File: src/sv/fpsis_pkg.sv
// fpsis_pkg: shared types and constants of the flow packet size and
// inter-arrival statistics unit; depends on nothing
package fpsis_pkg;

	localparam int LEN_BITS    = 16;
	localparam int SQ_W        = 2 * LEN_BITS;
	localparam int TIME_W      = 52;
	localparam int IN_TDATA_W  = 72;
	localparam int OUT_TDATA_W = 144;

	localparam logic [TIME_W-1:0] USEC_PER_SEC = TIME_W'(1000000);

	// one queued request, classified and ready for the back end
	typedef struct packed {
		logic                upload;
		logic [LEN_BITS-1:0] len;
		logic [SQ_W-1:0]     len_sq;
		logic [TIME_W-1:0]   now;
	} qent_t;

	typedef struct packed {
		logic        start;
		logic [63:0] dividend;
		logic [31:0] rem_init;
		logic [31:0] divisor;
	} div_req_t;

	typedef struct packed {
		logic        busy;
		logic        done;
		logic [63:0] quotient;
	} div_rsp_t;

	typedef struct packed {
		logic        start;
		logic [63:0] radicand;
	} sqrt_req_t;

	typedef struct packed {
		logic        busy;
		logic        done;
		logic [31:0] root;
	} sqrt_rsp_t;

	typedef enum logic [4:0] {
		S_IDLE,
		S_UPD,
		S_GAP,
		S_ISS,
		S_MEAN_GO,
		S_MEAN_WT,
		S_VAR_GO,
		S_VAR_WT,
		S_SDEV_MUL,
		S_SDEV_GO,
		S_SDEV_WT,
		S_AVG_GO,
		S_AVG_WT,
		S_ISQ_GO,
		S_ISQ_WT,
		S_IDEV_MUL,
		S_IDEV_GO,
		S_IDEV_WT,
		S_OUT
	} back_state_t;

endpackage

File: src/sv/fpsis_front.sv
// fpsis_front: accepts requests, forms arrival time and squared length,
// and holds them in a two-entry queue; depends on fpsis_pkg
module fpsis_front (
	input  logic                                   clk,
	input  logic                                   arst_n,
	input  logic                                   s_axis_tvalid,
	output logic                                   s_axis_tready,
	// pkt_length[15:0], ts_sec[47:16], ts_usec[67:48], zero pad
	input  logic [fpsis_pkg::IN_TDATA_W-1:0]       s_axis_tdata,
	// upload[0]
	input  logic [0:0]                             s_axis_tuser,
	input  logic                                   pop,
	output fpsis_pkg::qent_t                       head,
	output logic                                   head_valid
);

	fpsis_pkg::qent_t ent_q [2];
	fpsis_pkg::qent_t ent_new;
	logic       wr_ptr_q;
	logic       rd_ptr_q;
	logic [1:0] cnt_q;
	logic       push;

	assign s_axis_tready = (cnt_q != 2'd2);
	assign push          = s_axis_tvalid && s_axis_tready;
	assign head_valid    = (cnt_q != 2'd0);
	assign head          = ent_q[rd_ptr_q];

	// classify the incoming request
	always_comb begin
		logic [fpsis_pkg::LEN_BITS-1:0] len;
		len             = s_axis_tdata[fpsis_pkg::LEN_BITS-1:0];
		ent_new.upload  = s_axis_tuser[0];
		ent_new.len     = len;
		ent_new.len_sq  = fpsis_pkg::SQ_W'(len) * fpsis_pkg::SQ_W'(len);
		ent_new.now     = fpsis_pkg::TIME_W'(s_axis_tdata[47:16]) * fpsis_pkg::USEC_PER_SEC
			+ fpsis_pkg::TIME_W'(s_axis_tdata[67:48]);
	end

	// queue pointers and fill
	always_ff @(posedge clk or negedge arst_n) begin
		if (!arst_n) begin
			wr_ptr_q <= 1'b0;
			rd_ptr_q <= 1'b0;
			cnt_q    <= 2'd0;
		end else begin
			if (push) begin
				wr_ptr_q <= ~wr_ptr_q;
			end
			if (pop) begin
				rd_ptr_q <= ~rd_ptr_q;
			end
			cnt_q <= cnt_q + 2'(push) - 2'(pop);
		end
	end

	// queue storage
	always_ff @(posedge clk) begin
		if (push) begin
			ent_q[wr_ptr_q] <= ent_new;
		end
	end

endmodule

File: config.mk
export PLATFORM = sky130hd
export DESIGN_NAME = fpsis_front
export DESIGN_NICKNAME = d
export VERILOG_FILES = /design/src/sv/fpsis_pkg.sv /design/src/sv/fpsis_front.sv
export SDC_FILE = /design/constraint.sdc
export NUM_CORES = 1
export LEC_CHECK = 0
export BUFFER_PORTS_ARGS = -buffer_cell sky130_fd_sc_hd__clkbuf_2
export CAP_MARGIN = 20
export CORE_MARGIN = 2
export CORE_UTILIZATION = 40
export CTS_BUF_LIST = sky130_fd_sc_hd__clkbuf_8
export CTS_CLUSTER_DIAMETER = 60
export DETAILED_ROUTE_END_ITERATION = 12
export PLACE_DENSITY_LB_ADDON = 0.15
export SLEW_MARGIN = 20
export SYNTH_ARGS = -nofsm -noshare
export SYNTH_HDL_FRONTEND = slang
export SYNTH_SLANG_ARGS = --single-unit
File: constraint.sdc
create_clock -name clk -period 13.95 [get_ports clk]
set_input_delay 0.6975 -clock clk [delete_from_list [all_inputs] [get_ports clk]]
set_output_delay 0.6975 -clock clk [all_outputs]
set_load 0.05 [all_outputs]
==> results of run 1 <==
layout make-up:
class / count / area, um2 / area share [%]
inverter: 472 / 1770 / 6.92
sequential: 202 / 6050 / 23.6
clock buffer: 36 / 495 / 1.93
timing repair buffer: 179 / 911 / 3.56
clock inverter: 23 / 136 / 0.533
multi-input combinational: 1430 / 15300 / 59.7
antenna: 1 / 2.50 / 0.00977
tap: 765 / 957 / 3.74
worst min path at each step:
stage / end / slack [ns] / cells past startpoint
after floorplan: cnt_q[0]$_DFF_PN0_ / 0.40 / 0
after global placement: cnt_q[1]$_DFF_PN0_ / 0.48 / 1
after detailed placement: cnt_q[1]$_DFF_PN0_ / 0.50 / 1
after CTS: ent_q[0][100]$_DFFE_PP_ / 0.30 / 1
after global routing: ent_q[1][2]$_DFFE_PP_ / 0.33 / 1
final: rd_ptr_q$_DFFE_PN0P_ / 0.35 / 2
placed cells by master (no fill, tap or decap), types with 4 or more instances in the layout:
cell type,count
clkbuf_8,36
ha_1,270
buf_4,4
o31ai_1,6
a211oi_1,7
inv_1,482
nor2_1,73
nand4_1,17
nand3b_1,4
and3_1,7
nor3_2,5
o211ai_1,5
fa_1,300
nor2b_1,13
nor3_1,23
o21ai_2,4
o21ai_1,6
or2_2,6
or3_1,10
and2_1,57
mux2_2,100
xor2_1,35
edfxtp_1,198
xnor2_1,79
nand2_1,125
o21ai_0,33
clkinv_2,5
a31oi_1,10
o21bai_1,13
o21a_1,6
nand2b_1,9
and4_1,6
nand3_1,29
a21oi_1,76
a21o_1,33
clkbuf_2,174
stage by stage:
stage	setup slack, ns	hold slack [ns]	cells	utilization [%]
2_1_floorplan	7.14	0.402	2152	-
3_3_place_gp	5.72	0.477	3047	43.3
3_5_place_dp	5.65	0.504	3047	43.3
4_1_cts	6.21	0.303	3107	44.4
5_1_grt	5.84	0.326	3108	44.4
6_report	6.29	0.351	3108	44.4
per-layer routing:
metal  share of wire (%)  vias up
met5                   0        -
met4                 3.2        0
met3                 2.4       80
met2                  51      230
met1                  43     7473
li1                    -     7372
worst max-delay path, stage by stage:
cell and delay [ns]:
clkbuf_2 0.35, inv_1 0.25, nor2_1 0.26, fa_1 0.45
inv_1 0.08, fa_1 0.44, fa_1 0.51, inv_1 0.05
fa_1 0.54, inv_1 0.05, fa_1 0.49, fa_1 0.49
inv_1 0.04, ha_1 0.33, a21oi_1 0.17, o21bai_1 0.08
a21o_1 0.18, a221o_1 0.35, a31oi_1 0.46, o21bai_1 0.19
a211oi_1 0.55, o31ai_1 0.27, a221o_1 0.37, a21oi_1 0.18
xnor2_1 0.10
flip-flops by register name, indices dropped and copies added, names as in the netlist:
| signal | count |
|---|---|
| wr_ptr_q | 1 |
| rd_ptr_q | 1 |
| ent_q | 198 |
| cnt_q | 2 |
logic make-up after synthesis:
logic type                 after synthesis  share of synthesized area [%]
xor gates and xnor gates               116                           4.47
DFF                                    202                           25.9
AOI/OAI and AO/OA                      231                           6.51
adders and majority gates              570                           40.3
muxes                                  100                           4.83
buffers and inverters                  520                           8.53
and+or+nand+nor                        412                           9.43
other                                    1                         0.0161
what timing repair did:
action                                 4_1_cts  5_1_grt
resized for setup                            0        0
endpoints found under the hold margin        4        0
hold buffers                                 1        0
==> summary.md, run 1 <==
| Metric | Value |
|---|---|
| Post-Syn Instances | `2152` |
| CP max FO | `14` |
| Crit path to | `ent_q[0][83]$_DFFE_PP_` |
| Crit path from | `s_axis_tdata[8]` |
| DRC Markers | `0` |
| Clk_skew | `0.0212 ns` |
| Tcrit/Tclk final | `54.9%` |
| DRT Pass-1 Iters | `7` |
| Relative slew slack | `42.9%` |
| Share of cells above drive strength 1 | `15.7%` |
| Clock-pin transition on the worst setup and hold timing paths | `0.06 ns` |
| CP endpoint kind | `register` |
| Starting Density | `40.4%` |
| Max clock buf depth | `3` |
| Setup TNS | `0 ns` |
| GRT overflow | `0` |
| Met1 Track Usage GR | `21.5%` |
| Routed Antenna Nets | `0` |
| Num CTS Buffers | `35` |
| FP Rows | `88` |
| Setup violation total in the final timing report | `0` |
| Count leader, synth | `inv_1` |
| Worst R2R Start | `cnt_q[1]$_DFF_PN0_` |
| Area Overhead vs Synth | `9.88%` |
| Largest area contributor in the netlist | `fa_1` |
| CTS tree | `yes` |
| Most common library cells after synthesis | `inv_1 (472), fa_1 (300), ha_1 (270)` |
| Setup Buffers After CTS | `0` |
| Hold/Removal Path Class | `primary input to register` |
| Hold Fails Final Rpt | `0` |
| Critical Path RT | `14.24 ns` |
| Post-DP HPWL | `41300 um` |
| FF-to-FF path depth | `5` |
| Fmax achieved | `131 MHz` |
| Initial antenna violation count | `1` |
| Port bufs | `174` |
| Async set-or-reset flop fraction in the synthesized netlist | `1.98%` |
| Clock latency on the worst-skew pair | `0.54 ns` |
| Worst Tran Pin Value | `0.856 ns` |
| Vias in the first global route | `16500` |
| Area after DPL | `25000 um2` |
| Slew Limit Fails | `0` |
| DR iter-0 viols | `523` |
| RSZ-0062 raised after global routing | `no` |
| Pin count of the biggest net entering global routing | `61` |
| Dominant cells by area after synthesis | `fa_1 (26%), edfxtp_1 (26%), ha_1 (14%)` |
| Yosys cell types | `80` |
| GR Util met3 | `1.36%` |
| GPL Wtd Cong | `0.843` |
| DR vias | `15200` |
| WL per Instance | `16.3 um` |
| IO Count | `180` |
| Top-area cell type share of the netlist area | `25.8%` |
| Final wirelength | `50800 um` |
| #FFs+latches synth | `202` |
| Worst Path Arrival | `7.95 ns` |
| Status | `finished, final reports clean` |
| Die area | `60200 um2` |
| Max-Cap Viols | `0` |
| YS warnings | `0` |
| Crit start category | `primary input` |
| FF-to-FF setup slack | `11.39 ns` |
| End of the worst register-to-register path | `ent_q[0][62]$_DFFE_PP_` |
| Design area | `25600 um2` |
| Synthesized cell area | `23300 um2` |
| Post-synth EDFFs | `198` |
| GRT busiest layer | `met2` |
| Period minus WS final | `7.66 ns` |
| Register area share after synthesis | `25.9%` |
| Root Driver | `clkbuf_8` |
| Fin nets | `2967` |
| First-pass GRT wire length | `84400 um` |
| Synth Flop Type | `edfxtp_1` |
| Die width | `245 um` |
| Die H | `245 um` |
| Vias/cell | `4.88` |
| Worst Setup Path Type | `primary input to register` |
| H-Tree Depth | `2` |
| Hold_sp | `pop` |
| Clock sink count | `202` |
| All-Layer GR Usage | `17.6%` |
| Syn Area/Cell | `10.8 um2` |
| Met2 global-route usage | `32.5%` |
| Fillcell total | `5600` |
| Syn_nets | `2799` |
| Placeable Area | `57700 um2` |
Power of run 1 is not shown: default switching activity piles up to over one toggle a cycle in this logic, so the estimate is an artifact.
==> inputs of run 2 (changes only) <==
--- a/config.mk
+++ b/config.mk
@@ -5,6 +5,7 @@
 export SDC_FILE = /design/constraint.sdc
 export NUM_CORES = 1
 export LEC_CHECK = 0
+export ABC_AREA = 1
 export BUFFER_PORTS_ARGS = -buffer_cell sky130_fd_sc_hd__clkbuf_2
 export CAP_MARGIN = 20
 export CORE_MARGIN = 2
==> constraint.sdc (replaced) <==
create_clock -name clk -period 7.4 [get_ports clk]
set_input_delay 0.37 -clock clk [delete_from_list [all_inputs] [get_ports clk]]
set_output_delay 0.37 -clock clk [all_outputs]
set_load 0.05 [all_outputs]
==> summary.md, run 2 <==
| Metric | Value |
|---|---|
| Status | `finished, final reports clean (unchanged)` |
| CP delay by family, top | `adder cells (unchanged)` |
| DR iter-0 viols | `1055 (was 523)` |
| Num CTS Buffers | `40 (was 35)` |
| Relative slew slack | `34.5% (was 42.9%)` |
| Hold Fails Final Rpt | `0 (unchanged)` |
| RSZ-0062 raised after global routing | `no (unchanged)` |
| Die area | `64000 um2 (was 60200 um2)` |
| Clk_skew | `0.0604 ns (was 0.0212 ns)` |
| Worst Path Buf+Inv | `10 (was 6)` |
| Worst Path Arrival | `6.34 ns (was 7.95 ns)` |
| Syn Area/Cell | `9.05 um2 (was 10.8 um2)` |
| Clock-pin transition on the worst setup and hold timing paths | `0.06 ns (about the same)` |
| CTS tree | `yes (unchanged)` |
| IO Count | `180 (unchanged)` |
| Die H | `253 um (was 245 um)` |
| Top cell by count, worst path | `inv_1 (was fa_1)` |
| Largest register FFs | `198 (unchanged)` |
| Port bufs | `174 (unchanged)` |
| Synth Flop Type | `edfxtp_1 (unchanged)` |
| Period minus WS final | `5.99 ns` |
| CP endpoint kind | `register (unchanged)` |
| Routed Antenna Nets | `0 (unchanged)` |
| Top-area cell type share of the netlist area | `24.2% (was 25.8%)` |
| Syn_nets | `3389 (was 2799)` |
| Largest registers | `ent_q x198, cnt_q x2 (unchanged)` |
| Fin nets | `3585 (was 2967)` |
| Area Overhead vs Synth | `10.7% (was 9.88%)` |
| GRT overflow | `0 (unchanged)` |
| DRC Markers | `0 (unchanged)` |
| H-Tree Depth | `2 (unchanged)` |
| Critical Path RT | `7.75 ns (was 14.24 ns)` |
| Synthesized cell area | `24800 um2 (was 23300 um2)` |
| Final wirelength | `62200 um (was 50800 um)` |
| Count leader, synth | `inv_1 (unchanged)` |
| Post-cts gate resize count | `0 (unchanged)` |
| Post-Syn Instances | `2742 (was 2152)` |
| Most common cell after layout, fill and taps aside | `inv_1 (unchanged)` |
| Share of cells above drive strength 1 | `14.2% (was 15.7%)` |
| WL per Instance | `16.5 um (was 16.3 um)` |
| CP max FO | `18 (was 14)` |
| Max clock buf depth | `3 (unchanged)` |
| CP peak stage delay | `0.56 ns (was 0.55 ns)` |
| Fmax achieved | `167 MHz` |
| Fin Hold WS | `0.0965 ns (was 0.351 ns)` |
| Largest register by flop count | `ent_q (unchanged)` |
| Die width | `253 um (was 245 um)` |
| DRT Pass-1 Iters | `9 (was 7)` |
| Setup TNS | `0 ns (unchanged)` |
| Worst Tran Pin Value | `0.982 ns (was 0.856 ns)` |
| Pin count of the biggest net entering global routing | `63 (was 61)` |
| Post-synth EDFFs | `198 (unchanged)` |
| Yosys cell types | `47 (was 80)` |
| First-pass GRT wire length | `102000 um (was 84400 um)` |
| Post-DP HPWL | `52000 um (was 41300 um)` |
| Async set-or-reset flop fraction in the synthesized netlist | `1.98% (unchanged)` |
| Initial antenna violation count | `2 (was 1)` |
| Tcrit/Tclk final | `81.0%` |
| Vias in the first global route | `19600 (was 16500)` |
| Dominant cells by area after synthesis | `fa_1 (24%), edfxtp_1 (24%), ha_1 (14%) (was fa_1 (26%), edfxtp_1 (26%), ha_1 (14%))` |
| Crit start category | `primary input (unchanged)` |
| GPL Wtd Cong | `0.881 (was 0.843)` |
| Placeable Area | `61500 um2 (was 57700 um2)` |
| YS warnings | `0 (unchanged)` |
| Hold/Removal Path Class | `primary input to asynchronous set/reset pin (was primary input to register)` |
| Clock sink count | `202 (unchanged)` |
| DR vias | `18100 (was 15200)` |
| Cell with the largest stage delay on the worst path | `fa_1 (was a211oi_1)` |
| Commonest non-fill, non-tap cells in the layout | `inv_1 (722), nand2_1 (550), fa_1 (300) (was inv_1 (482), fa_1 (300), ha_1 (270))` |
| Max-Cap Viols | `0 (unchanged)` |
| Register area share after synthesis | `24.4% (was 25.9%)` |
| FP Rows | `91 (was 88)` |
| Starting Density | `40.4% (about the same)` |
| Largest area contributor in the netlist | `fa_1 (unchanged)` |
| All-Layer GR Usage | `20.4% (was 17.6%)` |
| Clock latency on the worst-skew pair | `0.62 ns (was 0.54 ns)` |
| Vias/cell | `4.82 (was 4.88)` |
| Worst Setup Path Type | `primary input to register (unchanged)` |
| Root Driver | `clkbuf_8 (unchanged)` |
| Most common library cells after synthesis | `inv_1 (706), nand2_1 (550), fa_1 (300) (was inv_1 (472), fa_1 (300), ha_1 (270))` |
| Slew Limit Fails | `0 (unchanged)` |
| #FFs+latches synth | `202 (unchanged)` |
| Setup violation total in the final timing report | `0 (unchanged)` |
==> run 2: cell types whose count changed after synthesis, sizes merged, moves of 18 or more <==
cell	change
nand3	+62
nor2	+77
nand2	+450
xor2	+26
o21ai	-18
xnor2	-54
and2	-52
inv	+246
a21o	-24
==> run 2: through the flow <==
| stage | cell area, um2 | cells | util (%) | setup WS, ns |
|---|---|---|---|---|
| floorplan | 24800 | 2742 | - | 1.59 |
| global placement | 26600 | 3675 | 43.3 | 0.861 |
| detailed placement | 26600 | 3675 | 43.3 | 0.861 |
| CTS | 27500 | 3758 | 44.7 | 1.44 |
| global route | 27500 | 3759 | 44.7 | 1.05 |
| finish | 27500 | 3759 | 44.7 | 1.41 |
==> run 2: layout make-up <==
| cell class | count | area [um2] |
|---|---|---|
| multi-input combinational | 1779 | 15900 |
| antenna | 1 | 2.50 |
| clock buffer | 40 | 551 |
| sequential | 202 | 6050 |
| fill | 6123 | 34000 |
| clock inverter | 32 | 199 |
| tap | 790 | 988 |
| timing repair buffer | 195 | 1060 |
| inverter | 720 | 2700 |
==> run 2: worst reg2reg max path, cell delays in order (launching register included) <==
cell and delay, ns:
dfrtp_1 0.40, nand2_1 0.12, nand2_1 0.16, nor2_4 0.26, buf_4 0.49, buf_4 0.82
==> run 2: layer usage <==
metal	GRT usage (%)	wire length, um
met1	26.4	27900
met2	35.8	30600
met3	2.29	2100
met4	5.93	1560
met5	0	13
==> run 2: logic make-up (layout without fill, tap and decap cells) <==
group | count (synthesis) | after routing | share of synthesized area (%)
and+or+nand+nor | 870 | 870 | 15.2
buffers and inverters | 761 | 987 | 11.5
adders and majority gates | 570 | 570 | 37.8
DFF | 202 | 202 | 24.4
AOI/OAI and AO/OA | 151 | 151 | 3.44
muxes | 99 | 99 | 4.49
xor gates and xnor gates | 88 | 88 | 3.14
other | 1 | 2 | 0.0151
==> run 2: repair_timing <==
action                                 in CTS  in global routing
hold buffers                               11                  0
endpoints found under the hold margin      22                  0
buffers inserted                            0                  0
==> run 2: final timing paths <==
check / start / end / slack [ns] / depth (start not counted)
max in group asynchronous: arst_n / rd_ptr_q$_DFFE_PN0P_ / 7.15 / 2
worst min-delay path: arst_n / wr_ptr_q$_DFFE_PN0P_ / 0.1 / 2
worst max-delay path: s_axis_tdata[3] / ent_q[1][78]$_DFFE_PP_ / 1.41 / 27
worst min register to register: cnt_q[0]$_DFF_PN0_ / cnt_q[0]$_DFF_PN0_ / 0.54 / 1
worst max register to register: cnt_q[1]$_DFF_PN0_ / ent_q[1][72]$_DFFE_PP_ / 4.60 / 5
min in group clk: s_axis_tdata[8] / ent_q[0][92]$_DFFE_PP_ / 0.24 / 1
Power of run 2 is left out for the same reason.
==> inputs of run 3 (changes only) <==
--- a/config.mk
+++ b/config.mk
@@ -5,7 +5,7 @@
 export SDC_FILE = /design/constraint.sdc
 export NUM_CORES = 1
 export LEC_CHECK = 0
-export ABC_AREA = 1
+export ABC_AREA = 0
 export BUFFER_PORTS_ARGS = -buffer_cell sky130_fd_sc_hd__clkbuf_2
 export CAP_MARGIN = 20
 export CORE_MARGIN = 2
==> constraint.sdc (replaced) <==
create_clock -name clk -period 5.4 [get_ports clk]
set_input_delay 0.27 -clock clk [delete_from_list [all_inputs] [get_ports clk]]
set_output_delay 0.27 -clock clk [all_outputs]
set_load 0.05 [all_outputs]
==> summary.md, run 3 (synthesis results as in run 1) <==
| Metric | Value |
|---|---|
| Highest routed layer | `met4 (was met5)` |
| Fin nets | `3453 (was 3585)` |
| IO Count | `180 (unchanged)` |
| Failing checks | `negative setup slack` |
| WL per Instance | `15.7 um (was 16.5 um)` |
| Final worst slack | `-0.427 ns (was 1.41 ns)` |
| Met1 WL | `24300 um (was 27900 um)` |
| Max-Cap Viols | `0 (unchanged)` |
| DRC Markers | `0 (unchanged)` |
| Most common cell after layout, fill and taps aside | `buf_4 (was inv_1)` |
| Vias in the first global route | `18500 (was 19600)` |
| First-pass GRT wire length | `92900 um (was 102000 um)` |
| Largest register by flop count | `ent_q (unchanged)` |
| Clock sink count | `202 (unchanged)` |
| Starting Density | `40.4% (about the same)` |
| Placed insts | `3452 (was 3675)` |
| Largest register FFs | `198 (unchanged)` |
| Port bufs | `174 (unchanged)` |
| GRT overflow | `0 (unchanged)` |
| Worst Path Arrival | `6.10 ns (was 6.34 ns)` |
| Placeable Area | `57700 um2 (was 61500 um2)` |
| Clock-pin transition on the worst setup and hold timing paths | `0.05 ns (was 0.06 ns)` |
| Largest registers | `ent_q x198, cnt_q x2 (unchanged)` |
| Met2 Routed Length | `29400 um (was 30600 um)` |
| Area Overhead vs Synth | `34.9% (was 10.7%)` |
| Commonest non-fill, non-tap cells in the layout | `buf_4 (434), inv_1 (432), fa_1 (287) (was inv_1 (722), nand2_1 (550), fa_1 (300))` |
| Share of cells above drive strength 1 | `39.3% (was 14.2%)` |
| Die area | `60200 um2 (was 64000 um2)` |
| CP max FO | `4 (was 18)` |
| H-Tree Depth | `2 (unchanged)` |
| Hold/Removal Path Class | `primary input to register (was primary input to asynchronous set/reset pin)` |
| Pin count of the biggest net entering global routing | `68 (was 63)` |
| Setup TNS | `-14.11 ns (was 0 ns)` |
| Fmax achieved | `172 MHz` |
| Clock latency on the worst-skew pair | `0.54 ns (was 0.62 ns)` |
| Fin Hold WS | `0.0639 ns (was 0.0965 ns)` |
| Setup violation total in the final timing report | `62 (was 0)` |
| All-Layer GR Usage | `19.2% (was 20.4%)` |
| Status | `finished with violations (was finished, final reports clean)` |
| Routed Antenna Nets | `0 (unchanged)` |
| GPL Wtd Cong | `0.851 (was 0.881)` |
| Slew Limit Fails | `0 (unchanged)` |
| Relative slew slack | `35.5% (was 34.5%)` |
| Die width | `245 um (was 253 um)` |
| Post-DP HPWL | `46600 um (was 52000 um)` |
| Vias/cell | `4.72 (was 4.82)` |
| Worst Tran Pin Value | `0.968 ns (was 0.982 ns)` |
| Crit start category | `primary input (unchanged)` |
| Tcrit/Tclk final | `108%` |
| Die H | `245 um (was 253 um)` |
| Non-filler cells, final | `3593 (was 3759)` |
| CTS tree | `yes (unchanged)` |
| Met3 WL post-DR | `1300 um (was 2100 um)` |
| DR iter-0 viols | `505 (was 1055)` |
| FP Rows | `88 (was 91)` |
| Root Driver | `clkbuf_8 (unchanged)` |
| Num CTS Buffers | `35 (was 40)` |
| Clk_skew | `0.0134 ns (was 0.0604 ns)` |
| Period minus WS final | `5.83 ns` |
| RSZ-0062 raised after global routing | `yes (was no)` |
| Final wirelength | `56300 um (was 62200 um)` |
| Worst Setup Path Type | `primary input to register (unchanged)` |
| Dpl ws | `-1.29 ns (was 0.861 ns)` |
| Initial antenna violation count | `1 (was 2)` |
| CP endpoint kind | `register (unchanged)` |
| Critical Path RT | `5.67 ns (was 7.75 ns)` |
| DRT Pass-1 Iters | `5 (was 9)` |
| Hold Fails Final Rpt | `0 (unchanged)` |
| DR vias | `16900 (was 18100)` |
| Max clock buf depth | `3 (unchanged)` |
run 3: stage by stage:
| stage | util, % | area (um2) |
|---|---|---|
| floorplan | - | 23700 |
| global placement | 49.1 | 28400 |
| detailed placement | 49.1 | 28400 |
| CTS | 52.1 | 30100 |
| global route | 54.5 | 31400 |
| finish | 54.5 | 31400 |
run 3: per-layer routing:
metal  global-route usage [%]  up-vias
met5                        0        -
met4                     5.40        0
met3                     1.24       73
met2                     35.1      219
met1                     24.3     8309
li1                         -     8342
run 3: final timing paths:
kind / cells after the start / end / slack [ns] / start
min: 2 / ent_q[0][6]$_DFFE_PP_ / 0.06 / s_axis_tdata[54]
max in group asynchronous: 2 / rd_ptr_q$_DFFE_PN0P_ / 5.15 / arst_n
min in group asynchronous: 2 / cnt_q[0]$_DFF_PN0_ / 0.09 / arst_n
min reg2reg: 1 / cnt_q[1]$_DFF_PN0_ / 0.49 / cnt_q[1]$_DFF_PN0_
max reg2reg: 3 / ent_q[1][86]$_DFFE_PP_ / 2.99 / cnt_q[1]$_DFF_PN0_
max: 25 / ent_q[1][82]$_DFFE_PP_ / -0.43 / s_axis_tdata[2]
run 3: what timing repair did:
| action | in CTS | in global routing |
|---|---|---|
| hold buffers | 10 | 1 |
| setup buffers | 43 | 45 |
| resized for setup | 152 | 257 |
| endpoints found under the hold margin | 21 | 2 |
| setup endpoints to repair | 68 | 92 |
| pin swaps | 92 | 130 |
run 3: layout make-up:
class	count	area, um2
antenna	1	2.50
clock buffer	35	482
clock inverter	23	180
fill	5081	26300
inverter	472	1800
multi-input combinational	1430	17000
sequential	202	6050
tap	765	957
timing repair buffer	665	4970
run 3: worst max-delay path: stages:
cell and delay, ns:
clkbuf_8 0.12, buf_6 0.12, nand2_2 0.07, buf_4 0.14, fa_1 0.47, fa_1 0.50, inv_1 0.05, fa_1 0.50
inv_2 0.05, fa_1 0.54, fa_1 0.44, fa_1 0.49, inv_1 0.06, ha_4 0.29, nand3_4 0.08, nor3_4 0.20
a221o_1 0.20, buf_4 0.12, o21bai_4 0.13, or3b_4 0.41, a211o_1 0.32, a31oi_4 0.20, o21a_1 0.14, nor2_1 0.05
xnor2_1 0.14
Power of run 3 is left out for the same reason.
